`config.mk`:
```
export PLATFORM = sky130hd
export DESIGN_NAME = irc_line_tokenizer
export DESIGN_NICKNAME = d
export VERILOG_FILES = /design/src/design/irc_tok_pkg.sv /design/src/design/irc_line_tokenizer.sv
export SDC_FILE = /design/constraint.sdc
export NUM_CORES = 1
export LEC_CHECK = 0
export BUFFER_PORTS_ARGS = -buffer_cell sky130_fd_sc_hd__buf_4
export CORE_MARGIN = 8
export CORE_UTILIZATION = 62
export CTS_CLUSTER_DIAMETER = 200
export DETAILED_ROUTE_END_ITERATION = 10
export PLACE_DENSITY_LB_ADDON = 0.1
export SYNTH_ARGS = -nofsm -noshare
export SYNTH_HDL_FRONTEND = slang
export SYNTH_SLANG_ARGS = --single-unit
```
`constraint.sdc`:
```
create_clock -name clk -period 11.7 [get_ports clk]
set_input_delay 1.17 -clock clk [delete_from_list [all_inputs] [get_ports clk]]
set_output_delay 1.17 -clock clk [all_outputs]
set_load 0.05 [all_outputs]
```
`src/design/irc_tok_pkg.sv`:
```
// ----------------------------------------------------------------------------
// irc_tok_pkg
// shared types and constants of the irc line tokenizer
// ----------------------------------------------------------------------------
package irc_tok_pkg;

	localparam int MAX_ARGS_DEF = 15;

	localparam logic [7:0] CH_BANG  = 8'h21;
	localparam logic [7:0] CH_AT    = 8'h40;
	localparam logic [7:0] CH_COLON = 8'h3a;
	localparam logic [7:0] CH_DOT   = 8'h2e;
	localparam logic [7:0] CH_SPACE = 8'h20;
	localparam logic [7:0] CH_ZERO  = 8'h30;
	localparam logic [7:0] CH_NINE  = 8'h39;

	localparam logic [9:0] REPLY_MAX = 10'd999;

	typedef enum logic [2:0] {
		PH_START    = 3'd0,
		PH_NAME     = 3'd1,
		PH_USER     = 3'd2,
		PH_HOST     = 3'd3,
		PH_CMD      = 3'd4,
		PH_ARGSTART = 3'd5,
		PH_ARGBODY  = 3'd6,
		PH_TRAIL    = 3'd7
	} phase_t;

	typedef enum logic [2:0] {
		TAG_DELIM = 3'd0,
		TAG_NAME  = 3'd1,
		TAG_USER  = 3'd2,
		TAG_HOST  = 3'd3,
		TAG_CMD   = 3'd4,
		TAG_ARG   = 3'd5,
		TAG_TRAIL = 3'd6
	} tag_t;

	typedef enum logic [1:0] {
		KIND_NONE   = 2'd0,
		KIND_SERVER = 2'd1,
		KIND_NICK   = 2'd2
	} prefix_kind_t;

endpackage

```
`src/design/irc_line_tokenizer.sv`:
```
// ----------------------------------------------------------------------------
// irc_line_tokenizer
// tags each byte of an irc message line with its role in the message
// ----------------------------------------------------------------------------
// usage:
//   s_axis carries one byte of the line per request, crlf stripped, with
//   s_axis_tlast on the final byte. m_axis returns one request per input
//   byte: the byte and its tag, argument index, flags and reply code.
//   the prefix name, user and host, command, middle arguments and the
//   trailing argument are told apart; spaces and prefix marks are delimiters.
//   each byte passes an input register, then the parse logic and the
//   parser state feeding the result register. one byte per cycle is taken
//   as long as m_axis_tready is high; the state update is a single pass
//   over the registered byte.
//   when the receiver stalls the result register holds, the input register
//   fills, and s_axis_tready drops until the result is taken.
//   reset clears the valid flags of both registers and puts the parser at
//   line start; after the last byte of a line the parser returns to line start.
// ----------------------------------------------------------------------------
module irc_line_tokenizer #(
	parameter int MAX_ARGS = irc_tok_pkg::MAX_ARGS_DEF
) (
	input  logic        clk,
	input  logic        arst_n,
	input  logic        s_axis_tvalid,
	output logic        s_axis_tready,
	input  logic [7:0]  s_axis_tdata,  // data_byte[7:0]
	input  logic        s_axis_tlast,  // last_byte
	output logic        m_axis_tvalid,
	input  logic        m_axis_tready,
	output logic [23:0] m_axis_tdata,  // byte_out[7:0], arg_number[11:8],
	                                   // closes_argument[12], invalid_line[13],
	                                   // reply_code[23:14]
	output logic [4:0]  m_axis_tuser,  // tag[2:0], prefix_kind[4:3]
	output logic        m_axis_tlast   // line_done
);

	localparam int ARG_W = (MAX_ARGS > 1) ? $clog2(MAX_ARGS) : 1;
	localparam logic [ARG_W-1:0] ARG_TOP = ARG_W'(MAX_ARGS - 1);

	// input register
	logic       valid_s1;
	logic [7:0] byte_s1;
	logic       last_s1;

	// result register
	logic       valid_s2;
	logic [7:0] byte_s2;
	logic       last_s2;
	logic [2:0] tag_s2;
	logic [3:0] argn_s2;
	logic       closes_s2;
	logic [1:0] kind_s2;
	logic       invalid_s2;
	logic [9:0] code_s2;

	// parser state
	irc_tok_pkg::phase_t phase_q, phase_d;
	logic                saw_dot_q, saw_dot_d;
	logic [ARG_W-1:0]    arg_count_q, arg_count_d;
	logic [9:0]          code_q, code_d;
	logic                digits_ended_q, digits_ended_d;

	logic advance_s2;
	logic advance_s1;

	assign advance_s2    = !valid_s2 || m_axis_tready;
	assign advance_s1    = valid_s1 && advance_s2;
	assign s_axis_tready = !valid_s1 || advance_s2;

	always_ff @(posedge clk or negedge arst_n) begin
		if (!arst_n) begin
			valid_s1 <= 1'b0;
		end else if (s_axis_tready) begin
			valid_s1 <= s_axis_tvalid;
		end
	end

	always_ff @(posedge clk) begin
		if (s_axis_tready && s_axis_tvalid) begin
			byte_s1 <= s_axis_tdata;
			last_s1 <= s_axis_tlast;
		end
	end

	// byte class, reply code and argument count helpers
	logic        is_space;
	logic        is_digit;
	logic [13:0] code_mac;
	logic [9:0]  code_sat;
	logic        arg_room;

	assign is_space = (byte_s1 == irc_tok_pkg::CH_SPACE);
	assign is_digit = (byte_s1 >= irc_tok_pkg::CH_ZERO) && (byte_s1 <= irc_tok_pkg::CH_NINE);
	assign code_mac = {4'b0, code_q} * 14'd10 + {6'b0, byte_s1 - irc_tok_pkg::CH_ZERO};
	assign code_sat = (code_mac > {4'b0, irc_tok_pkg::REPLY_MAX}) ?
	                  irc_tok_pkg::REPLY_MAX : code_mac[9:0];
	assign arg_room = (arg_count_q < ARG_TOP);

	// next state
	always_comb begin
		phase_d        = phase_q;
		saw_dot_d      = saw_dot_q;
		arg_count_d    = arg_count_q;
		code_d         = code_q;
		digits_ended_d = digits_ended_q;
		unique case (phase_q)
			irc_tok_pkg::PH_NAME: begin
				if (byte_s1 == irc_tok_pkg::CH_BANG) begin
					phase_d = irc_tok_pkg::PH_USER;
				end else if (is_space) begin
					phase_d = irc_tok_pkg::PH_CMD;
				end else if (byte_s1 == irc_tok_pkg::CH_DOT) begin
					saw_dot_d = 1'b1;
				end
			end
			irc_tok_pkg::PH_USER: begin
				if (byte_s1 == irc_tok_pkg::CH_AT) begin
					phase_d = irc_tok_pkg::PH_HOST;
				end else if (is_space) begin
					phase_d = irc_tok_pkg::PH_CMD;
				end
			end
			irc_tok_pkg::PH_HOST: begin
				if (is_space) begin
					phase_d = irc_tok_pkg::PH_CMD;
				end
			end
			irc_tok_pkg::PH_START, irc_tok_pkg::PH_CMD: begin
				if (phase_q == irc_tok_pkg::PH_START && byte_s1 == irc_tok_pkg::CH_COLON) begin
					phase_d   = irc_tok_pkg::PH_NAME;
					saw_dot_d = 1'b0;
				end else if (is_space) begin
					phase_d = irc_tok_pkg::PH_ARGSTART;
				end else begin
					phase_d = irc_tok_pkg::PH_CMD;
					if (!digits_ended_q && is_digit) begin
						code_d = code_sat;
					end else begin
						digits_ended_d = 1'b1;
					end
				end
			end
			irc_tok_pkg::PH_ARGSTART: begin
				if (byte_s1 == irc_tok_pkg::CH_COLON) begin
					phase_d = irc_tok_pkg::PH_TRAIL;
				end else if (is_space) begin
					if (arg_room) begin
						arg_count_d = arg_count_q + 1'b1;
					end
				end else begin
					phase_d = irc_tok_pkg::PH_ARGBODY;
				end
			end
			irc_tok_pkg::PH_ARGBODY: begin
				if (is_space) begin
					phase_d = irc_tok_pkg::PH_ARGSTART;
					if (arg_room) begin
						arg_count_d = arg_count_q + 1'b1;
					end
				end
			end
			irc_tok_pkg::PH_TRAIL: begin
				phase_d = irc_tok_pkg::PH_TRAIL;
			end
			default: begin
				phase_d = irc_tok_pkg::PH_START;
			end
		endcase
	end

	// outputs
	irc_tok_pkg::tag_t         tag_c;
	irc_tok_pkg::prefix_kind_t kind_c;
	logic                      closes_c;
	logic                      in_args;
	logic [ARG_W+3:0]          arg_ext;
	logic [3:0]                argn_c;

	assign arg_ext = {4'b0, arg_count_q};
	assign in_args = (phase_q == irc_tok_pkg::PH_ARGSTART) ||
	                 (phase_q == irc_tok_pkg::PH_ARGBODY) ||
	                 (phase_q == irc_tok_pkg::PH_TRAIL);
	assign argn_c  = in_args ? arg_ext[3:0] : 4'd0;

	always_comb begin
		tag_c    = irc_tok_pkg::TAG_DELIM;
		kind_c   = irc_tok_pkg::KIND_NONE;
		closes_c = 1'b0;
		unique case (phase_q)
			irc_tok_pkg::PH_START, irc_tok_pkg::PH_CMD: begin
				if (!is_space && !(phase_q == irc_tok_pkg::PH_START &&
				                   byte_s1 == irc_tok_pkg::CH_COLON)) begin
					tag_c = irc_tok_pkg::TAG_CMD;
				end
			end
			irc_tok_pkg::PH_NAME: begin
				if (is_space) begin
					kind_c = saw_dot_q ? irc_tok_pkg::KIND_SERVER : irc_tok_pkg::KIND_NICK;
				end else if (byte_s1 != irc_tok_pkg::CH_BANG) begin
					tag_c = irc_tok_pkg::TAG_NAME;
				end
			end
			irc_tok_pkg::PH_USER: begin
				if (is_space) begin
					kind_c = irc_tok_pkg::KIND_NICK;
				end else if (byte_s1 != irc_tok_pkg::CH_AT) begin
					tag_c = irc_tok_pkg::TAG_USER;
				end
			end
			irc_tok_pkg::PH_HOST: begin
				if (is_space) begin
					kind_c = irc_tok_pkg::KIND_NICK;
				end else begin
					tag_c = irc_tok_pkg::TAG_HOST;
				end
			end
			irc_tok_pkg::PH_ARGSTART: begin
				if (is_space) begin
					closes_c = 1'b1;
				end else if (byte_s1 != irc_tok_pkg::CH_COLON) begin
					tag_c = irc_tok_pkg::TAG_ARG;
				end
			end
			irc_tok_pkg::PH_ARGBODY: begin
				if (is_space) begin
					closes_c = 1'b1;
				end else begin
					tag_c = irc_tok_pkg::TAG_ARG;
				end
			end
			irc_tok_pkg::PH_TRAIL: begin
				tag_c = irc_tok_pkg::TAG_TRAIL;
			end
			default: begin
				tag_c = irc_tok_pkg::TAG_DELIM;
			end
		endcase
	end

	// parser state, back to line start after the last byte
	always_ff @(posedge clk or negedge arst_n) begin
		if (!arst_n) begin
			phase_q        <= irc_tok_pkg::PH_START;
			saw_dot_q      <= 1'b0;
			arg_count_q    <= '0;
			code_q         <= '0;
			digits_ended_q <= 1'b0;
		end else if (advance_s1) begin
			if (last_s1) begin
				phase_q        <= irc_tok_pkg::PH_START;
				saw_dot_q      <= 1'b0;
				arg_count_q    <= '0;
				code_q         <= '0;
				digits_ended_q <= 1'b0;
			end else begin
				phase_q        <= phase_d;
				saw_dot_q      <= saw_dot_d;
				arg_count_q    <= arg_count_d;
				code_q         <= code_d;
				digits_ended_q <= digits_ended_d;
			end
		end
	end

	always_ff @(posedge clk or negedge arst_n) begin
		if (!arst_n) begin
			valid_s2 <= 1'b0;
		end else if (advance_s2) begin
			valid_s2 <= valid_s1;
		end
	end

	always_ff @(posedge clk) begin
		if (advance_s1) begin
			byte_s2    <= byte_s1;
			last_s2    <= last_s1;
			tag_s2     <= tag_c;
			argn_s2    <= argn_c;
			closes_s2  <= closes_c;
			kind_s2    <= kind_c;
			invalid_s2 <= last_s1 && (phase_d == irc_tok_pkg::PH_NAME);
			code_s2    <= code_d;
		end
	end

	assign m_axis_tvalid = valid_s2;
	assign m_axis_tdata  = {code_s2, invalid_s2, closes_s2, argn_s2, byte_s2};
	assign m_axis_tuser  = {kind_s2, tag_s2};
	assign m_axis_tlast  = last_s2;

endmodule
```
==> impl_metrics.toml <==
[outcome]
status = "completed"

[logic_synthesis]
synth_edf_count = 39
synthTopCellsByArea = "edfxtp_1 (34%), dfrtp_1 (15%), ha_1 (9.7%)"
ys_seq_area_share_pct = 48.9
syn_area_um2 = 3470
ys.flop_type = "edfxtp_1"
async_reset_ff_share_pct = 35.0
syn_avg_cell_area_um2 = 10.7
yosysWarningCount = 0
synth_top_area_cell = "edfxtp_1"
synth_cell_type_count = 55
synth_nets = 367
syn_inst = 325
ys_seq_elements = 60
synth_top_area_share_pct = 33.7

[routing]
drt_wl_total_um = 7900
via_count = 2765
detail-route-antenna-nets = 0
met1_length_um = 3600
highest_layer = "met4"
firstDrtPassIters = 5
routed_via_density = 6.26
wl_per_cell_um = 17.9
drc_errors = 0
wl_met2_um = 3600
met3WireLength_um = 584
drt_iter0_markers = 353

[die]
die-height_um = 90.8
num_io_pins = 45
die_w_um = 90.8
start_util_pct = 63.4
die_area_um2 = 8250
core.rowCount = 27
core_um2 = 5470

[finish]
mostFrequentLayoutCell = "buf_4"
utilization_pct = 74.1
most-common-layout-cells = "buf_4 (45), edfxtp_1 (39), a21oi_1 (28)"
area_delta_synth_final_pct = 16.8
insertedDiodeCount = 0
drive_gt1_share_pct = 18.9
nNetsFinal = 407

[setup_path]
start_kind = "register"
cpMostUsedCell = "ha_1"
cp_slowest_stage_delay_ps = 850
arrival_ps = 4400
crit_fanout = 14
slowest_stage = "nor4_2"
criticalPathCategory = "register to register"
cp_cell_sequence = "ha_1, ha_1, fa_1, xor2_1, ha_1, or2_2, a21oi_1, nor4_4, nand2b_1, mux2_2, nor4_2, a21oi_1"
crit_path_start = "code_q[1]"
reg2reg_from = "code_q[1]"
cp_top_family = "simple AND/OR/NAND/NOR gates"
critPathRequiredTime_ps = 11740
cp_num_buf_inv = 0
endpoint_kind = "register"

[timing]
clock.fmax_mhz = 230
finalHoldViolations = 0
finalCritPeriodShare_pct = 37.2
fin_setup_tns_ps = 0
rsz0062_at_grt = "false"
report.final.slew_viol_count = 0
clock_skew_ps = 8.07
fin_crit_ps = 4350
setup_viol = 0
worstMarginPinSlew_ps = 1140
max_slew_margin_pct = 23.7

[pwr]
p_sw_w = 0.000158
seq_power_share_pct = 45.2
clockPowerShare_pct = 36.7
p_leak_nw = 1.75
power-per-cell-area_nw_per_um2 = 137
comb_power_share_pct = 18.1
vdd_drop_max_uv = 110
switching_share_pct = 28.4
intPower_w = 0.000399

[clocking]
cts_buffer_depth = 2
htree_levels = 3
cts.repair.resized = 0
clkTransAtPathRegs_ps = 70
cts_tree = "done"
cts_sinks = 60
insertion_delay_ps = 340
cts_hold_buf = 0
root_buffer = "clkbuf_8"
post-cts-setup-buffers = 0
cts_buffers = 9

[placed_design]
place.detailed.hpwl_um = 5750
numPortBuffers = 44
gp_congestion = 0.912

[global_routing]
grt_max_degree = 22
grt_overflow = 0
grt_pass1_vias = 2653
antenna_found_initial = 0
grt_usage_pct = 19.4
grt_pass1_wl_um = 13000

[min_path]
hp-class = "register to register"
min_from = "valid_s1"

[job]
drv_cap = 0
[routing by layer]
layer | vias up | GRT usage, %
met2 | 130 | 29.3
li1 | 1300 | -
met4 | 0 | 7.09
met3 | 15 | 5.65
met1 | 1320 | 25.8
met5 | - | 0
[worst register-to-register path: cells and delay by family, from the launching register on]
family,cells,cell delay (ps)
AND/OR/NAND/NOR,4,1390
adder cells (fa/ha/maj),4,1300
flip-flops,1,460
AO/OA/AOI/OAI,2,460
multiplexers,1,280
XOR/XNOR,1,180
[worst paths after layout]
check | to | slack, ps | cells after the start
worst min register to register | m_axis_tvalid | 500 | 1
min in group asynchronous | arg_count_q[3] | 720 | 1
worst max register to register | code_s2[8] | 7350 | 12
worst max-delay path | code_s2[8] | 7350 | 12
worst min-delay path | m_axis_tvalid | 500 | 1
max in group asynchronous | digits_ended_q | 10750 | 1
[cell type report]
cell class / instances / area [um2]
clock buffer: 12 / 145
timing repair buffer: 45 / 338
multi-input combinational: 242 / 1690
tap: 72 / 90.1
inverter: 7 / 26.3
clock inverter: 4 / 72.6
sequential: 60 / 1700
fill: 404 / 1420
[registers in the layout, indices dropped and copies added, names as in the netlist]
register	cells
m_axis_tvalid	1
phase_q	3
byte_s1	8
code_q	10
valid_s1	1
invalid_s2	1
argn_s2	4
digits_ended_q	1
arg_count_q	4
code_s2	10
tag_s2	3
kind_s2	2
byte_s2	8
closes_s2	1
m_axis_tlast	1
last_s1	1
saw_dot_q	1
[cells in the mapped netlist (all sizes together) (5+ instances only)]
cell type / n
a31oi: 10
nor2: 27
dfrtp: 21
inv: 7
nand2b: 9
o21ai: 21
nor3: 8
xnor2: 6
nand2: 22
ha: 27
xor2: 7
edfxtp: 39
and3: 5
clkbuf: 12
a21oi: 28
[power by group through the flow]
stage	registers, W	logic (W)	clock network [W]
after global placement	0.000256	0.0000978	0
after floorplan	0.000276	0.0000493	0
after detailed placement	0.000256	0.0000998	0
after CTS	0.000252	0.000101	0.000205
after global routing	0.000254	0.000108	0.000215
final	0.000252	0.000101	0.000205
[cell families after synthesis]
logic type	share of synthesized area, %
adders and majority gates	10.9
and+or+nand+nor	15.7
AOI/OAI and AO/OA	17.8
buffers and inverters	2.77
xor gates and xnor gates	3.28
DFF	48.9
muxes	0.613
[through the flow]
stage | setup slack, ps | area, um2 | hold slack, ps | total power (W) | cells
CTS | 7410 | 4050 | 501 | 0.000558 | 442
global placement | 7550 | 3840 | 466 | 0.000354 | 426
detailed placement | 7440 | 3840 | 484 | 0.000356 | 426
floorplan | 7830 | 3470 | 449 | 0.000326 | 325
finish | 7350 | 4050 | 498 | 0.000557 | 442
global route | 7100 | 4050 | 530 | 0.000577 | 442
Power figures use the tool's default switching activity.
